`src/rtl/tosp_pkg.sv`:
```
// Shared types and constants for the TCP option stream parser.
// No dependencies; used by the parser top level and its checker.
`default_nettype none

package tosp_pkg;

    localparam int unsigned OUT_BITS   = 94;
    localparam int unsigned OUT_TDATA_W = ((OUT_BITS + 7) / 8) * 8;

    localparam logic [7:0] KIND_EOL  = 8'd0;
    localparam logic [7:0] KIND_NOP  = 8'd1;
    localparam logic [7:0] KIND_MSS  = 8'd2;
    localparam logic [7:0] KIND_WS   = 8'd3;
    localparam logic [7:0] KIND_SACK = 8'd4;
    localparam logic [7:0] KIND_TS   = 8'd8;

    localparam logic [1:0] STATUS_OK      = 2'd0;
    localparam logic [1:0] STATUS_TRUNC   = 2'd1;
    localparam logic [1:0] STATUS_UNKNOWN = 2'd2;

    typedef enum logic [4:0] {
        OPT_IDLE = 5'b00001,
        OPT_MSS  = 5'b00010,
        OPT_WS   = 5'b00100,
        OPT_SACK = 5'b01000,
        OPT_TS   = 5'b10000
    } opt_state_t;

    function automatic logic [3:0] option_length(opt_state_t opt);
        logic [3:0] len;
        case (opt)
            OPT_MSS:  len = 4'd4;
            OPT_WS:   len = 4'd3;
            OPT_SACK: len = 4'd2;
            OPT_TS:   len = 4'd10;
            default:  len = 4'd1;
        endcase
        return len;
    endfunction

endpackage

`default_nettype wire

```
`src/rtl/tcp_option_stream_parser_unit.sv`:
```
// TCP option stream parser: decodes one options area, one byte per cycle while s_axis_tready is high.
// Depends on tosp_pkg.
//
// Usage:
//   Input stream: one options byte per request on s_axis_tdata[7:0], with
//   s_axis_tlast high on the final byte of the area.
//   Output stream: one summary request per area on m_axis_tdata.
//   The summary is registered and appears in the cycle after the last byte is taken.
//   Throughput: one byte per cycle while s_axis_tready is high, sustained across
//   areas; the next area may start in the cycle after the last byte of the previous one.
//   The summary sits in a single output register; s_axis_tready drops only
//   while that register is full and m_axis_tready is low, so a stalled
//   receiver holds the input side after at most one pending summary.
//   Reset clears the parse state and empties the output register; the
//   first byte after reset is taken as an option kind.
//   Bytes after end of list or an unknown kind are dropped up to tlast.
//   Any error zeroes all present flags and values in the summary.
`default_nettype none

module tcp_option_stream_parser_unit (
    input  wire logic                               clk,
    input  wire logic                               rst_n,
    input  wire logic                               s_axis_tvalid,
    output logic                                    s_axis_tready,
    // [7:0] opt_byte
    input  wire logic [7:0]                         s_axis_tdata,
    input  wire logic                               s_axis_tlast,
    output logic                                    m_axis_tvalid,
    input  wire logic                               m_axis_tready,
    // [0] mss_present, [16:1] mss_value, [17] wscale_present,
    // [25:18] wscale_shift, [26] sackok_present, [27] tstamp_present,
    // [59:28] tstamp_value, [91:60] tstamp_echo, [93:92] parse_status,
    // [95:94] zero
    output logic [tosp_pkg::OUT_TDATA_W-1:0]        m_axis_tdata
);
    import tosp_pkg::*;

    opt_state_t        cur_option_reg, cur_option_next;
    logic [3:0]        byte_pos_reg, byte_pos_next;
    logic              list_ended_reg, list_ended_next;
    logic [1:0]        err_code_reg, err_code_next;
    logic              mss_seen_reg, mss_seen_next;
    logic [15:0]       mss_acc_reg, mss_acc_next;
    logic              ws_seen_reg, ws_seen_next;
    logic [7:0]        ws_acc_reg, ws_acc_next;
    logic              sack_seen_reg, sack_seen_next;
    logic              ts_seen_reg, ts_seen_next;
    logic [31:0]       ts_val_acc_reg, ts_val_acc_next;
    logic [31:0]       ts_ecr_acc_reg, ts_ecr_acc_next;

    logic                   out_valid_reg, out_valid_next;
    logic [OUT_TDATA_W-1:0] out_data_reg, out_data_next;

    logic       accept;
    logic [7:0] b;
    logic [3:0] pos_inc;
    logic [1:0] status;
    logic       ok, m, w, s, t;

    assign s_axis_tready = !out_valid_reg || m_axis_tready;
    assign accept        = s_axis_tvalid && s_axis_tready;
    assign b             = s_axis_tdata;
    assign m_axis_tvalid = out_valid_reg;
    assign m_axis_tdata  = out_data_reg;

    always_comb
    begin
        cur_option_next = cur_option_reg;
        byte_pos_next   = byte_pos_reg;
        list_ended_next = list_ended_reg;
        err_code_next   = err_code_reg;
        mss_seen_next   = mss_seen_reg;
        mss_acc_next    = mss_acc_reg;
        ws_seen_next    = ws_seen_reg;
        ws_acc_next     = ws_acc_reg;
        sack_seen_next  = sack_seen_reg;
        ts_seen_next    = ts_seen_reg;
        ts_val_acc_next = ts_val_acc_reg;
        ts_ecr_acc_next = ts_ecr_acc_reg;
        out_valid_next  = out_valid_reg && !m_axis_tready;
        out_data_next   = out_data_reg;
        pos_inc         = byte_pos_reg + 4'd1;
        status          = STATUS_OK;
        ok = 1'b0;
        m  = 1'b0;
        w  = 1'b0;
        s  = 1'b0;
        t  = 1'b0;

        if (accept && !list_ended_reg && err_code_reg == STATUS_OK)
        begin
            if (cur_option_reg == OPT_IDLE)
            begin
                case (b)
                    KIND_EOL:  list_ended_next = 1'b1;
                    KIND_NOP:  ;
                    KIND_MSS:
                    begin
                        cur_option_next = OPT_MSS;
                        byte_pos_next   = 4'd1;
                    end
                    KIND_WS:
                    begin
                        cur_option_next = OPT_WS;
                        byte_pos_next   = 4'd1;
                    end
                    KIND_SACK:
                    begin
                        cur_option_next = OPT_SACK;
                        byte_pos_next   = 4'd1;
                    end
                    KIND_TS:
                    begin
                        cur_option_next = OPT_TS;
                        byte_pos_next   = 4'd1;
                    end
                    default:   err_code_next = STATUS_UNKNOWN;
                endcase
            end
            else
            begin
                if (cur_option_reg == OPT_MSS && byte_pos_reg >= 4'd2)
                    mss_acc_next = {mss_acc_reg[7:0], b};
                else if (cur_option_reg == OPT_WS && byte_pos_reg == 4'd2)
                    ws_acc_next = b;
                else if (cur_option_reg == OPT_TS && byte_pos_reg >= 4'd2
                         && byte_pos_reg <= 4'd5)
                    ts_val_acc_next = {ts_val_acc_reg[23:0], b};
                else if (cur_option_reg == OPT_TS && byte_pos_reg >= 4'd6)
                    ts_ecr_acc_next = {ts_ecr_acc_reg[23:0], b};

                if (pos_inc >= option_length(cur_option_reg))
                begin
                    case (cur_option_reg)
                        OPT_MSS:  mss_seen_next  = 1'b1;
                        OPT_WS:   ws_seen_next   = 1'b1;
                        OPT_SACK: sack_seen_next = 1'b1;
                        OPT_TS:   ts_seen_next   = 1'b1;
                        default:  ;
                    endcase
                    cur_option_next = OPT_IDLE;
                    byte_pos_next   = 4'd0;
                end
                else
                begin
                    byte_pos_next = pos_inc;
                end
            end
        end

        if (accept && s_axis_tlast)
        begin
            status = err_code_next;
            if (err_code_next == STATUS_OK && !list_ended_next
                && cur_option_next != OPT_IDLE)
                status = STATUS_TRUNC;
            ok = (status == STATUS_OK);
            m  = ok && mss_seen_next;
            w  = ok && ws_seen_next;
            s  = ok && sack_seen_next;
            t  = ok && ts_seen_next;

            out_valid_next = 1'b1;
            out_data_next  = {2'b00,
                              status,
                              t ? ts_ecr_acc_next : 32'd0,
                              t ? ts_val_acc_next : 32'd0,
                              t,
                              s,
                              w ? ws_acc_next : 8'd0,
                              w,
                              m ? mss_acc_next : 16'd0,
                              m};

            cur_option_next = OPT_IDLE;
            byte_pos_next   = 4'd0;
            list_ended_next = 1'b0;
            err_code_next   = STATUS_OK;
            mss_seen_next   = 1'b0;
            mss_acc_next    = 16'd0;
            ws_seen_next    = 1'b0;
            ws_acc_next     = 8'd0;
            sack_seen_next  = 1'b0;
            ts_seen_next    = 1'b0;
            ts_val_acc_next = 32'd0;
            ts_ecr_acc_next = 32'd0;
        end
    end

    always_ff @(posedge clk or negedge rst_n)
    begin
        if (!rst_n)
        begin
            cur_option_reg <= OPT_IDLE;
            byte_pos_reg   <= 4'd0;
            list_ended_reg <= 1'b0;
            err_code_reg   <= STATUS_OK;
            mss_seen_reg   <= 1'b0;
            mss_acc_reg    <= 16'd0;
            ws_seen_reg    <= 1'b0;
            ws_acc_reg     <= 8'd0;
            sack_seen_reg  <= 1'b0;
            ts_seen_reg    <= 1'b0;
            ts_val_acc_reg <= 32'd0;
            ts_ecr_acc_reg <= 32'd0;
            out_valid_reg  <= 1'b0;
        end
        else
        begin
            cur_option_reg <= cur_option_next;
            byte_pos_reg   <= byte_pos_next;
            list_ended_reg <= list_ended_next;
            err_code_reg   <= err_code_next;
            mss_seen_reg   <= mss_seen_next;
            mss_acc_reg    <= mss_acc_next;
            ws_seen_reg    <= ws_seen_next;
            ws_acc_reg     <= ws_acc_next;
            sack_seen_reg  <= sack_seen_next;
            ts_seen_reg    <= ts_seen_next;
            ts_val_acc_reg <= ts_val_acc_next;
            ts_ecr_acc_reg <= ts_ecr_acc_next;
            out_valid_reg  <= out_valid_next;
        end
    end

    always_ff @(posedge clk)
    begin
        out_data_reg <= out_data_next;
    end

endmodule

`default_nettype wire

```
`config.mk`:
```
export PLATFORM = sky130hd
export DESIGN_NAME = tcp_option_stream_parser_unit
export DESIGN_NICKNAME = d
export VERILOG_FILES = /design/src/rtl/tosp_pkg.sv /design/src/rtl/tcp_option_stream_parser_unit.sv
export SDC_FILE = /design/constraint.sdc
export NUM_CORES = 1
export LEC_CHECK = 0
export BUFFER_PORTS_ARGS = -buffer_cell sky130_fd_sc_hd__buf_2
export CAP_MARGIN = 20
export CORE_ASPECT_RATIO = 0.7
export CORE_MARGIN = 5
export CORE_UTILIZATION = 35
export CTS_CLUSTER_DIAMETER = 80
export DETAILED_ROUTE_END_ITERATION = 10
export SLEW_MARGIN = 10
export SYNTH_ARGS = -nofsm -noshare
export SYNTH_HDL_FRONTEND = slang
export SYNTH_SLANG_ARGS = --single-unit
```
`constraint.sdc`:
```
create_clock -name clk -period 5.4 [get_ports clk]
set_clock_uncertainty 0.2 [all_clocks]
set_input_delay 1.08 -clock clk [delete_from_list [all_inputs] [get_ports clk]]
set_output_delay 1.08 -clock clk [all_outputs]
set_load 0.01 [all_outputs]
```
==> summary.md <==
| Metric | Value |
|---|---|
| Post-Syn Area per Cell | 13.2 sq um |
| CP Max Fanout | 50 |
| Yosys top cell area share | 33.5% |
| CP Capture Type | flip-flop |
| Largest net degree at the start of global routing | 91 |
| Post-synth EDFFs | between 90 and 100 |
| Min Hold Slack | around 0.29 ns |
| Pwr dens | just over 300 nW/um^2 |
| DR vias/cell | 4.97 |
| Critical Path AT | around 3.8 ns |
| Layout cell share with drive strength beyond 1 | 26.5% |
| Max-slew violations | 0 |
| Post-CTS Setup Bufs | 0 |
| First-pass GRT wire length | 30900 microns |
| Period utilisation layout | between 70% and 80% |
| Reg-to-Reg Start | cur_option_reg[4] |
| Commonest cells after routing, fill and taps aside | 107 x buf_2, 104 x nor2_1, 104 x dfrtp_1, 94 x edfxtp_1, 88 x mux2i_1 |
| Routed length per instance | between 15 and 20 microns |
| Max Buffers Root-to-Sink | 2 |
| Overall power | 3.00 mW |
| Worst Hold Class | flip-flop to flip-flop |
| Vias in the first global route | 5232 |
| Detailed router's first-iteration violation count | 370 |
| Relative slew slack | 40.4% |
| Largest area contributor in the netlist | edfxtp_1 |
| Worst Tran Pin Value | 0.892 ns |
| Endpoints failing hold | 0 |
| VDD IR max | between 0.2 and 0.25 mV |
| GP Congestion | 0.820 |
| Area Growth Syn to Fin | 15.6% |
| GRT Residual Overflow | 0 |
| R2r setup slk | 1.50 ns |
| DP HPWL | 12600 microns |
| Critical path origin | cur_option_reg[4] |
| CTS tree | done |
| P_leak | 4.07 nW |
| Root buf cell | clkbuf_16 |
| # rows | 47 |
| Register bit total from synthesis | 199 |
| Die Span X | 195 microns |
| Synth Instances | 637 |
| Fmax | 257 MHz |
| RSZ-0062 raised after global routing | false |
| # clock sinks | between 150 and 200 |
| Dpl cell area | 9190 sq um |
| Seq/Total Area, Yosys | 64.7% |
| CTS resizes | 0 |
| N_diodes | 0 |
| ANT nets after route | 0 |
| Antenna violations before repair | 0 |
| Layout Nets | 750 |
| Num CTS Buffers | 17 |
| # DRC | 0 |
| Detailed Routing Iterations Pass 1 | 4 |
| Boundary Pins | 111 |
| CORE AREA | 23700 sq um |
| Place WS | 1.53 ns |
| Die ar. | 27300 sq um |
| Crit path to | m_axis_tdata[87] |
| Cell total after placement | 1028 |
| Via count | 5273 |
| WP data required | 5.34 ns |
| Skew-Pair Late Insertion Delay | 0.44 ns |
| Synth warn | 0 |
| Ys flop type | dfrtp_1 |
| Design Area, Final | 9740 sq um |
| Clk slew on worst S/H paths | 0.07 ns |
| Post-route non-filler standard cell count | 1060 |
| Synth unique cells | 59 |
| Crit Path Category | flip-flop to flip-flop |
| IO buf count | 108 |
| Cts hold-fix bufs | 0 |
| Layout Utilization | 41.1% |
| Global-route usage over all layers | 14.4% |
| Max-cap violations | 0 |
| Tmin final | 3.90 ns |
| Final setup TNS | 0 ns |
| Drt total wl | 19500 microns |
| H-Tree Depth | 4 |
| Async SR Flop Fraction | 52.8% |
| Outcome | finished clean |
| Crit path launch type | flip-flop |
| Commonest non-fill, non-tap cell in the layout | buf_2 |
| Number of flip-flops in the largest register | 94 |
| Final WS setup | 1.50 ns |
| Die Ht | approximately 140 microns |
| Top cells by area, synth | edfxtp_1 34%, dfrtp_1 31%, mux2i_1 10%, nor2_1 4.6%, nor3_1 4.2% |
| Setup violators final | 0 |
| Post-Syn Area | approximately 8400 sq um |
| R2R cell count | 9 |
| Worst R2R End | m_axis_tdata[87] |
| Initial Util | 35.6% |
-- logic make-up (layout without fill, tap and decap cells) --
family,Yosys count,after routing,synth area share (%)
AND/OR/NAND/NOR,245,245,15.9
flip-flops,199,199,64.7
multiplexers,88,88,10.5
buffers and inverters,53,157,3.83
AO/OA/AOI/OAI,40,40,3.53
adder cells (fa/ha/maj),8,8,1.19
XOR/XNOR,3,3,0.312
other,1,2,0.0445
-- where the power goes --
part           leakage [nW]  switching [mW]  internal (mW)
clock                 0.263           0.582          0.624
sequential             2.34          0.0140           1.62
combinational          1.47           0.122         0.0417
-- cell usage after synthesis, types with 7 or more instances --
master / n
dfrtp_1: 104
nor2_1: 104
edfxtp_1: 94
mux2i_1: 88
nor3_1: 70
clkbuf_1: 21
nor3_2: 20
buf_6: 14
o21ai_0: 10
buf_2: 9
nand2_1: 9
ha_1: 8
a21oi_1: 7
nand3_1: 7
-- metal layers --
layer  part of all wire (%)  vias to the layer above  track usage [%]
met5                      0                        -                0
met3                    4.9                       14             3.60
met2                     42                      141             20.0
met1                     52                     2645             22.4
met4                   0.96                        0             3.75
li1                       -                     2473                -
-- critical path, stage by stage, from the launching register on --
cell and delay [ns]:
dfrtp_1 0.52, nor3b_4 0.33, o21ai_0 0.14, ha_1 0.27, nand2b_1 0.15, a2111oi_2 0.59, or2_2 0.34, o211a_4 0.60
buf_12 0.33, nor3_1 0.11
-- how the worst min path moves through the flow --
| stage | start | endpoint | depth (start not counted) |
|---|---|---|---|
| 3_5_place_dp | ws_seen_reg | ws_seen_reg | 1 |
| 4_1_cts | ws_seen_reg | ws_seen_reg | 1 |
| 6_report | ws_seen_reg | ws_seen_reg | 1 |
| 3_3_place_gp | ws_seen_reg | ws_seen_reg | 1 |
| 2_1_floorplan | sack_seen_reg | sack_seen_reg | 2 |
| 5_1_grt | ws_seen_reg | ws_seen_reg | 1 |
-- cell type report --
type                            instances  area [sq um]
Fill cell                            2235         14000
Sequential cell                       199          5450
Multi-Input combinational cell        386          2670
Timing Repair Buffer                  119           651
Clock buffer                           21           460
Tap cell                              318           398
Clock inverter                         11          87.6
Inverter                                6          27.5
Power figures use the tool's default switching activity.
